<file path="config.mk">
export PLATFORM = sky130hd
export DESIGN_NAME = lane_fnv_rotate_hash32
export DESIGN_NICKNAME = d
export VERILOG_FILES = /design/src/hw/rtl/lfrh32_pkg.sv /design/src/hw/rtl/lfrh32_ram.sv /design/src/hw/rtl/lfrh32_mix_unit.sv /design/src/hw/rtl/lane_fnv_rotate_hash32.sv
export VERILOG_INCLUDE_DIRS = /design/src /design/src/hw/rtl
export SDC_FILE = /design/constraint.sdc
export NUM_CORES = 2
export LEC_CHECK = 0
export ABC_AREA = 1
export ABC_CLOCK_PERIOD_IN_PS = 12000
export BUFFER_PORTS_ARGS = -buffer_cell sky130_fd_sc_hd__buf_2
export CORE_UTILIZATION = 40
export DETAILED_ROUTE_END_ITERATION = 16
export HOLD_SLACK_MARGIN = 0.12
export PLACE_DENSITY = 0.61
export SLEW_MARGIN = 15
export SYNTH_ARGS = -nofsm -noshare
export SYNTH_HDL_FRONTEND = slang
export SYNTH_SLANG_ARGS = --single-unit
export TNS_END_PERCENT = 5
</file>
<file path="constraint.sdc">
create_clock -name clk -period 12 [get_ports clk]
set_input_delay 1.2 -clock clk [delete_from_list [all_inputs] [get_ports clk]]
set_output_delay 1.2 -clock clk [all_outputs]
set_load 0.03 [all_outputs]
</file>
<file path="src/hw/rtl/lane_fnv_rotate_hash32_defines.svh">
// assertion macros for the lane fnv rotate hash block
// used by lane_fnv_rotate_hash32.sv, no other dependencies
`ifndef LANE_FNV_ROTATE_HASH32_DEFINES_SVH
`define LANE_FNV_ROTATE_HASH32_DEFINES_SVH

// same-cycle implication, disabled in reset
`define LFRH32_ASSERT_NOW(label, clk, rst, ante, cons) \
  label: assert property (@(posedge clk) disable iff (rst) (ante) |-> (cons)) \
    else $error("lfrh32 check failed");

// next-cycle implication, disabled in reset
`define LFRH32_ASSERT_NEXT(label, clk, rst, ante, cons) \
  label: assert property (@(posedge clk) disable iff (rst) (ante) |=> (cons)) \
    else $error("lfrh32 check failed");

`endif

</file>
<file path="src/hw/rtl/lfrh32_pkg.sv">
// types, constants and op decode for the lane fnv rotate hash block
// no dependencies
`timescale 1ns / 1ps
`default_nettype none

package lfrh32_pkg;

  localparam int unsigned ROT_AMT = 5;
  localparam int unsigned HALF_SHIFT = 16;

  localparam logic [5:0] FULL_CHUNK = 6'd32;
  localparam logic [5:0] TRIAD_CHUNK = 6'd24;

  localparam logic [31:0] SEED_RESET = 32'd2166136261;
  localparam logic [31:0] PRIME_RESET = 32'd709607;

  localparam logic [1:0] CFG_TRIAD = 2'd0;
  localparam logic [1:0] CFG_SEED = 2'd1;
  localparam logic [1:0] CFG_PRIME = 2'd2;

  typedef logic [1:0] lane_sel_t;

  typedef enum logic [1:0] {
    S_IDLE,
    S_NEXT,
    S_READ,
    S_MUL
  } state_t;

  typedef enum logic [3:0] {
    OP_MIX0,
    OP_MIX1,
    OP_MIX2,
    OP_MIX3,
    OP_FOLDC,
    OP_FOLDD,
    OP_T16A,
    OP_T16B,
    OP_T8A,
    OP_T8B,
    OP_T4A,
    OP_T4B,
    OP_T2,
    OP_T1,
    OP_FINAL
  } op_t;

  typedef enum logic [2:0] {
    TERM_PAIR,
    TERM_WORD,
    TERM_HALF,
    TERM_BYTE,
    TERM_ROT
  } term_t;

  function automatic logic [31:0] rot5(input logic [31:0] x);
    return (x << ROT_AMT) | (x >> (32 - ROT_AMT));
  endfunction

  function automatic lane_sel_t op_target(input op_t op);
    lane_sel_t t;
    case (op)
      OP_MIX1, OP_FOLDD, OP_T16B, OP_T8B, OP_T4B: t = 2'd1;
      OP_MIX2: t = 2'd2;
      OP_MIX3: t = 2'd3;
      default: t = 2'd0;
    endcase
    return t;
  endfunction

  function automatic lane_sel_t op_src(input op_t op);
    lane_sel_t s;
    case (op)
      OP_FOLDC: s = 2'd2;
      OP_FOLDD: s = 2'd3;
      OP_FINAL: s = 2'd1;
      default: s = 2'd0;
    endcase
    return s;
  endfunction

  function automatic term_t op_term(input op_t op);
    term_t k;
    case (op)
      OP_MIX0, OP_MIX1, OP_MIX2, OP_MIX3, OP_T16A, OP_T16B: k = TERM_PAIR;
      OP_T8A, OP_T8B: k = TERM_WORD;
      OP_T4A, OP_T4B, OP_T2: k = TERM_HALF;
      OP_T1: k = TERM_BYTE;
      default: k = TERM_ROT;
    endcase
    return k;
  endfunction

  function automatic logic [3:0] op_nbytes(input op_t op);
    logic [3:0] n;
    case (op)
      OP_MIX0, OP_MIX1, OP_MIX2, OP_MIX3, OP_T16A, OP_T16B: n = 4'd8;
      OP_T8A, OP_T8B: n = 4'd4;
      OP_T4A, OP_T4B, OP_T2: n = 4'd2;
      OP_T1: n = 4'd1;
      default: n = 4'd0;
    endcase
    return n;
  endfunction

endpackage

`default_nettype wire

</file>
<file path="src/hw/rtl/lfrh32_ram.sv">
// generic single write, single read ram with registered read data
// no dependencies
`timescale 1ns / 1ps
`default_nettype none

module lfrh32_ram #(
  parameter int WIDTH = 8,
  parameter int DEPTH = 32
) (
  input  wire logic                     clk,
  input  wire logic                     we,
  input  wire logic [$clog2(DEPTH)-1:0] waddr,
  input  wire logic [WIDTH-1:0]         wdata,
  input  wire logic                     re,
  input  wire logic [$clog2(DEPTH)-1:0] raddr,
  output logic      [WIDTH-1:0]         rdata
);

  logic [WIDTH-1:0] mem [DEPTH];

  always_ff @(posedge clk) begin
    if (we) begin
      mem[waddr] <= wdata;
    end
    if (re) begin
      rdata <= mem[raddr];
    end
  end

endmodule

`default_nettype wire

</file>
<file path="src/hw/rtl/lfrh32_mix_unit.sv">
// shared lane mixing unit: term select, xor and multiply by the prime
// depends on lfrh32_pkg
`timescale 1ns / 1ps
`default_nettype none

module lfrh32_mix_unit
  import lfrh32_pkg::*;
(
  input  wire logic [31:0] lane_val,
  input  wire logic [31:0] src_val,
  input  wire logic [63:0] win,
  input  wire logic [31:0] prime,
  input  wire term_t       kind,
  output logic      [31:0] result
);

  logic [31:0] term;
  logic [31:0] mixed;

  always_comb begin
    case (kind)
      TERM_PAIR: term = rot5(win[31:0]) ^ win[63:32];
      TERM_WORD: term = win[63:32];
      TERM_HALF: term = {16'd0, win[63:48]};
      TERM_BYTE: term = {24'd0, win[63:56]};
      default:   term = rot5(src_val);
    endcase
    mixed = lane_val ^ term;
    result = mixed * prime;
  end

endmodule

`default_nettype wire

</file>
<file path="src/hw/rtl/lane_fnv_rotate_hash32.sv">
// top level of the lane fnv rotate hash: byte stream in, 32-bit hash out
// depends on lfrh32_pkg, lfrh32_ram, lfrh32_mix_unit, lane_fnv_rotate_hash32_defines.svh
//
//   channel  | side   | payload
//   s_*      | in     | tdata[7:0] data_byte, tuser byte_valid, tlast last
//   m_*      | out    | tdata[31:0] hash
//   cfg_*    | in     | index 0 triad_mode, 1 lane_seed, 2 prime
//
// a byte that does not complete a chunk is stored without leaving S_IDLE
// a full chunk is mixed lane by lane on one shared multiplier, buffer read one byte a cycle
// a last item adds fold and tail steps on the same multiplier
// s_tready is low while a chunk or the finish sequence runs; a held result stalls only the final step
// rst is synchronous, active high; no clearing pass is needed
`timescale 1ns / 1ps
`default_nettype none
`include "lane_fnv_rotate_hash32_defines.svh"

module lane_fnv_rotate_hash32
  import lfrh32_pkg::*;
(
  input  wire logic        clk,
  input  wire logic        rst,
  input  wire logic        s_tvalid,
  output logic             s_tready,
  input  wire logic [7:0]  s_tdata,   // [7:0] data_byte
  input  wire logic        s_tuser,   // [0] byte_valid
  input  wire logic        s_tlast,
  output logic             m_tvalid,
  input  wire logic        m_tready,
  output logic      [31:0] m_tdata,   // [31:0] hash
  input  wire logic        cfg_we,
  input  wire logic [1:0]  cfg_index,
  input  wire logic [31:0] cfg_data
);

  logic        triad_mode;
  logic [31:0] lane_seed;
  logic [31:0] prime;

  state_t      state;
  state_t      state_next;
  op_t         op;
  logic [31:0] lane_a;
  logic [31:0] lane_b;
  logic [31:0] lane_c;
  logic [31:0] lane_d;
  logic [5:0]  fill_count;
  logic        chunk_taken;
  logic        mode_latch;
  logic        fin_pend;
  logic [4:0]  rd_ptr;
  logic [3:0]  issue_left;
  logic [3:0]  recv_left;
  logic        rd_pend;
  logic [63:0] win;
  logic        out_valid;
  logic [31:0] out_hash;

  logic        accept;
  logic        msg_start;
  logic        eff_mode;
  logic [5:0]  chunk_size;
  logic [5:0]  fill_inc;
  logic        chunk_done;
  logic        op_en;
  logic        ram_re;
  logic [7:0]  ram_rdata;
  logic [31:0] lane_val;
  logic [31:0] src_val;
  logic [31:0] mix_result;
  logic        final_stall;
  lane_sel_t   tgt;

  assign s_tready = (state == S_IDLE);
  assign accept = s_tvalid && s_tready;
  assign msg_start = (fill_count == 6'd0) && !chunk_taken;
  assign eff_mode = msg_start ? triad_mode : mode_latch;
  assign chunk_size = eff_mode ? TRIAD_CHUNK : FULL_CHUNK;
  assign fill_inc = fill_count + 6'd1;
  assign chunk_done = s_tuser && (fill_inc >= chunk_size);
  assign ram_re = (state == S_READ) && (issue_left != 4'd0);
  assign final_stall = (op == OP_FINAL) && out_valid && !m_tready;
  assign tgt = op_target(op);
  assign m_tvalid = out_valid;
  assign m_tdata = out_hash;

  always_comb begin
    case (op)
      OP_MIX3:          op_en = !mode_latch;
      OP_FOLDC:         op_en = chunk_taken;
      OP_FOLDD:         op_en = chunk_taken && !mode_latch;
      OP_T16A, OP_T16B: op_en = fill_count[4];
      OP_T8A, OP_T8B:   op_en = fill_count[3];
      OP_T4A, OP_T4B:   op_en = fill_count[2];
      OP_T2:            op_en = fill_count[1];
      OP_T1:            op_en = fill_count[0];
      default:          op_en = 1'b1;
    endcase
  end

  always_comb begin
    case (tgt)
      2'd1:    lane_val = lane_b;
      2'd2:    lane_val = lane_c;
      2'd3:    lane_val = lane_d;
      default: lane_val = lane_a;
    endcase
    case (op_src(op))
      2'd1:    src_val = lane_b;
      2'd2:    src_val = lane_c;
      2'd3:    src_val = lane_d;
      default: src_val = lane_a;
    endcase
  end

  lfrh32_ram #(
    .WIDTH(8),
    .DEPTH(32)
  ) u_chunk_buf (
    .clk  (clk),
    .we   (accept && s_tuser),
    .waddr(fill_count[4:0]),
    .wdata(s_tdata),
    .re   (ram_re),
    .raddr(rd_ptr),
    .rdata(ram_rdata)
  );

  lfrh32_mix_unit u_mix (
    .lane_val(lane_val),
    .src_val (src_val),
    .win     (win),
    .prime   (prime),
    .kind    (op_term(op)),
    .result  (mix_result)
  );

  always_comb begin
    state_next = state;
    case (state)
      S_IDLE: begin
        if (accept && (chunk_done || s_tlast)) begin
          state_next = S_NEXT;
        end
      end
      S_NEXT: begin
        if (op == OP_FOLDC && !fin_pend) begin
          state_next = S_IDLE;
        end else if (op_en) begin
          state_next = (op_nbytes(op) == 4'd0) ? S_MUL : S_READ;
        end
      end
      S_READ: begin
        if (rd_pend && recv_left == 4'd1) begin
          state_next = S_MUL;
        end
      end
      S_MUL: begin
        if (!final_stall) begin
          state_next = (op == OP_FINAL) ? S_IDLE : S_NEXT;
        end
      end
      default: state_next = S_IDLE;
    endcase
  end

  always_ff @(posedge clk) begin
    if (rst) begin
      state <= S_IDLE;
    end else begin
      state <= state_next;
    end
  end

  always_ff @(posedge clk) begin
    if (rst) begin
      triad_mode <= 1'b0;
      lane_seed <= SEED_RESET;
      prime <= PRIME_RESET;
    end else if (cfg_we) begin
      case (cfg_index)
        CFG_TRIAD: triad_mode <= cfg_data[0];
        CFG_SEED:  lane_seed <= cfg_data;
        CFG_PRIME: prime <= cfg_data;
        default:   ;
      endcase
    end
  end

  always_ff @(posedge clk) begin
    if (rst) begin
      op <= OP_MIX0;
      fill_count <= 6'd0;
      chunk_taken <= 1'b0;
      mode_latch <= 1'b0;
      fin_pend <= 1'b0;
      rd_ptr <= 5'd0;
      issue_left <= 4'd0;
      recv_left <= 4'd0;
      rd_pend <= 1'b0;
      out_valid <= 1'b0;
    end else begin
      rd_pend <= ram_re;
      if (out_valid && m_tready && !(state == S_MUL && op == OP_FINAL)) begin
        out_valid <= 1'b0;
      end
      case (state)
        S_IDLE: begin
          if (accept) begin
            if (msg_start) begin
              mode_latch <= triad_mode;
            end
            rd_ptr <= 5'd0;
            fin_pend <= s_tlast;
            if (chunk_done) begin
              fill_count <= 6'd0;
              chunk_taken <= 1'b1;
              op <= OP_MIX0;
            end else begin
              if (s_tuser) begin
                fill_count <= fill_inc;
              end
              op <= OP_FOLDC;
            end
          end
        end
        S_NEXT: begin
          if (op == OP_FOLDC) begin
            rd_ptr <= 5'd0;
          end
          if (!(op == OP_FOLDC && !fin_pend)) begin
            if (op_en) begin
              issue_left <= op_nbytes(op);
              recv_left <= op_nbytes(op);
            end else begin
              op <= op_t'(op + 4'd1);
            end
          end
        end
        S_READ: begin
          if (ram_re) begin
            rd_ptr <= rd_ptr + 5'd1;
            issue_left <= issue_left - 4'd1;
          end
          if (rd_pend) begin
            recv_left <= recv_left - 4'd1;
          end
        end
        S_MUL: begin
          if (!final_stall) begin
            if (op == OP_FINAL) begin
              out_valid <= 1'b1;
              fill_count <= 6'd0;
              chunk_taken <= 1'b0;
              mode_latch <= 1'b0;
              fin_pend <= 1'b0;
            end else begin
              op <= op_t'(op + 4'd1);
            end
          end
        end
        default: ;
      endcase
    end
  end

  always_ff @(posedge clk) begin
    if (rd_pend) begin
      win <= {ram_rdata, win[63:8]};
    end
    if (state == S_MUL && !final_stall && op == OP_FINAL) begin
      out_hash <= mix_result ^ (mix_result >> HALF_SHIFT);
    end
    if (accept && msg_start) begin
      lane_a <= lane_seed;
      lane_b <= lane_seed;
      lane_c <= lane_seed;
      lane_d <= lane_seed;
    end else if (state == S_MUL && !final_stall) begin
      case (tgt)
        2'd1:    lane_b <= mix_result;
        2'd2:    lane_c <= mix_result;
        2'd3:    lane_d <= mix_result;
        default: lane_a <= mix_result;
      endcase
    end
  end

  `LFRH32_ASSERT_NOW(a_fill_in_range, clk, rst, 1'b1, fill_count < FULL_CHUNK)
  `LFRH32_ASSERT_NOW(a_triad_fill, clk, rst, mode_latch, fill_count < TRIAD_CHUNK)
  `LFRH32_ASSERT_NOW(a_read_only_in_read, clk, rst, rd_pend, state == S_READ)
  `LFRH32_ASSERT_NEXT(a_last_runs_finish, clk, rst, s_tvalid && s_tready && s_tlast, !s_tready)

endmodule

`default_nettype wire

</file>
==> metrics.md <==
| Metric | Value |
|---|---|
| Hold depth | `0` |
| Share of cells above drive strength 1 | `6.00%` |
| Crit path buf inv count | `6` |
| Antenna viol nets, final | `0` |
| Initial core utilization | `40.5%` |
| R2r worst-path depth | `41` |
| FMAX | `91.4 MHz` |
| First-pass GRT wire length | `193 mm` |
| Placed cell count | `5803` |
| Clk sinks | `590` |
| Final hold vios | `0` |
| Port bufs | `82` |
| CTS root buf | `clkbuf_16` |
| DR top layer | `met5` |
| Final std cells w/o fill | `5903` |
| Status | `completed` |
| Crit Path Class | `reg -> reg` |
| Reg2reg setup slack | `1060 ps` |
| Via density | `5.37` |
| Max-cap violations | `0` |
| Vias in the first global route | `30600` |
| FF+latch count, synth | `590` |
| Startpoint types | `register` |
| Slew @ Worst Pin | `1240 ps` |
| CP max stage delay | `840 ps` |
| Crit path DAT | `11300 ps` |
| Clk Latency, worst-skew pair | `620 ps` |
| Max-slew headroom | `17.2%` |
| Vias post-DR | `31700` |
| TritonCTS Buffers | `54` |
| Nets | `5090` |
| Final Setup Violations | `0` |
| Core area | `0.102 sq mm` |
| N_diodes | `0` |
| Synthesized instance count | `4501` |
| Hpwl dp | `96.0 mm` |
| # resized after CTS | `0` |
| Area growth from synthesis to layout | `8.32%` |
| Initial antenna violation count | `9` |
| M1 WL | `54.8 mm` |
| CP required | `12360 ps` |
| Largest net degree at the start of global routing | `107` |
| Critical-path top delay cell | `inv_1` |
| Hold path startpoint | `u_chunk_buf.rdata[7]` |
| Sequential-to-total area share from yosys stat | `40.3%` |
| Warnings from Yosys | `0` |
| Design Area, Final | `0.0449 sq mm` |
| Slew Limit Fails | `0` |
| Met3 wire len | `13.3 mm` |
| RSZ-0062 raised after global routing | `no` |
| Async S/R FF share, synth | `0%` |
| WHS Endpoint | `win[63]` |
| Die area | `0.105 sq mm` |
| GRT Resource Usage Total | `24.8%` |
| Worst hold path class | `reg -> reg` |
| Clk pin slew, worst setup/hold paths | `70 ps` |
| Reg2reg start | `op[2]` |
| Drt first pass iters | `8` |
| Setup_tns | `0 ps` |
| Primary FF master, synth | `edfxtp_1` |
| Final wirelength | `129 mm` |
| Drt drc | `0` |
| Hold buffers post-CTS | `0` |
| Ports | `83` |
| Max clock buf depth | `3` |
| Fin crit period | `10940 ps` |
| Mean Syn Cell Area | `9.20 sq um` |
| Mapped Area | `0.0414 sq mm` |
| Wire per inst | `21.9 um` |
| Cell family with most CP delay | `adder cells` |
| Die width | `324 um` |
| Crit path max fanout | `23` |
| Routed wl met2 | `55.6 mm` |
| Placed standard-cell area | `0.0431 sq mm` |
| Setup crit end kind | `register` |
| Total global routing overflow | `0` |
| Row count | `117` |
| Cell mode on critical path | `nand2_1` |
| H-tree depth | `2` |
| Routability Congestion | `0.961` |
| Worst reg2reg endpoint | `lane_c[31]` |
| Post-CTS setup buffers | `0` |
| EDFF count, synth | `488` |
| DR iter-0 viols | `3874` |
| Die Y | `324 um` |
| Finished Core Util | `43.9%` |
| Post-synthesis cell type count | `60` |
| Worst Clk Skew | `13.5 ps` |
| Final Cycle Share | `91.2%` |
| TritonCTS clock tree | `yes` |
| Synthesized Nets | `5100` |
==> registers in the layout, indices dropped and copies added (netlist names), 3 cells and up, named ones only <==
register	count
fill_count	6
rd_ptr	5
prime	32
u_chunk_buf.rdata	8
recv_left	4
lane_b	32
op	4
issue_left	4
m_tdata	32
u_chunk_buf.mem	256
lane_d	32
lane_c	32
win	64
lane_seed	32
u_mix.kind	3
lane_a	32
==> routing by layer <==
metal,up-vias,track usage (%)
met5,-,0
met2,1576,36.9
met4,8,9.39
met1,15500,35.8
li1,14300,-
met3,244,4.63
==> layout make-up <==
class,instances,area (sq um)
well taps,1368,1710
repair buffers,122,711
clock buffers,64,1410
clock inverters,36,418
flip-flops and latches,590,16700
inverters,718,2710
multi-input cells,3005,21200
fillers,9996,57300
==> how the worst max path moves through the flow <==
stage	from	endpoint	slack (ps)	cells past startpoint
floorplan	op[0]	m_tdata[14]	3740	38
global placement	op[2]	lane_a[31]	1560	41
detailed placement	op[2]	lane_c[31]	1400	41
CTS	op[2]	lane_c[31]	1360	41
global route	op[2]	lane_a[31]	600	40
finish	op[2]	lane_c[31]	1060	41
==> layout by cell type, fill, tap and decap left out, drive strengths merged, types with 2 or more instances in the layout <==
| cell type | Yosys | layout |
|---|---|---|
| a211oi | 4 | 4 |
| a21boi | 4 | 4 |
| a21o | 2 | 2 |
| a21oi | 121 | 121 |
| a22oi | 3 | 3 |
| a31oi | 9 | 9 |
| a41oi | 2 | 2 |
| buf | 43 | 122 |
| bufinv | 0 | 8 |
| clkbuf | 145 | 64 |
| clkinv | 19 | 47 |
| dfxtp | 102 | 102 |
| edfxtp | 488 | 488 |
| fa | 408 | 408 |
| ha | 142 | 142 |
| inv | 699 | 699 |
| nand2 | 978 | 978 |
| nand3 | 197 | 197 |
| nand3b | 5 | 5 |
| nand4 | 44 | 44 |
| nor2 | 577 | 577 |
| nor3 | 20 | 20 |
| nor3b | 2 | 2 |
| nor4 | 6 | 6 |
| o2111a | 2 | 2 |
| o211ai | 28 | 28 |
| o21ai | 281 | 281 |
| o21bai | 3 | 3 |
| o221ai | 25 | 25 |
| o22ai | 49 | 49 |
| or2 | 11 | 11 |
| xnor2 | 31 | 31 |
| xor2 | 43 | 43 |
==> through the flow <==
step | setup WS, ps | hold WS [ps]
after floorplan | 3740 | 400
after global placement | 1560 | 404
after detailed placement | 1400 | 405
after CTS | 1360 | 422
after global routing | 604 | 441
final | 1060 | 422
==> kinds of logic after synthesis <==
family | count (synthesis) | synth area share [%]
AO/OA/AOI/OAI | 540 | 7.34
buffers and inverters | 906 | 8.52
XOR/XNOR | 74 | 1.62
adder cells (fa/ha/maj) | 550 | 24.0
flip-flops | 590 | 40.3
AND/OR/NAND/NOR | 1841 | 18.2
==> Yosys cell counts, types with 7 or more instances <==
| cell type | number | area share, % |
|---|---|---|
| buf_1 | 7 | 0.063 |
| buf_6 | 9 | 0.24 |
| clkinv_1 | 19 | 0.17 |
| dfxtp_1 | 102 | 4.9 |
| inv_1 | 687 | 6.2 |
| clkbuf_1 | 145 | 1.3 |
| nand4_1 | 44 | 0.66 |
| o21ai_1 | 15 | 0.18 |
| o22ai_1 | 49 | 0.74 |
| nor3_1 | 20 | 0.24 |
| xor2_1 | 40 | 0.85 |
| o21ai_0 | 264 | 3.2 |
| nor2_1 | 569 | 5.2 |
| ha_1 | 142 | 4.3 |
| buf_4 | 7 | 0.13 |
| a21oi_1 | 119 | 1.4 |
| o211ai_1 | 28 | 0.51 |
| edfxtp_1 | 488 | 35 |
| o221ai_1 | 25 | 0.53 |
| nand3_1 | 190 | 2.3 |
| inv_2 | 9 | 0.082 |
| xnor2_1 | 31 | 0.66 |
| buf_2 | 20 | 0.24 |
| a31oi_1 | 9 | 0.14 |
| fa_1 | 408 | 20 |
| nand2_1 | 955 | 8.7 |
| nand2_2 | 19 | 0.29 |
Power is not shown: default switching activity piles up to over one toggle a cycle in this logic, so the estimate is an artifact.
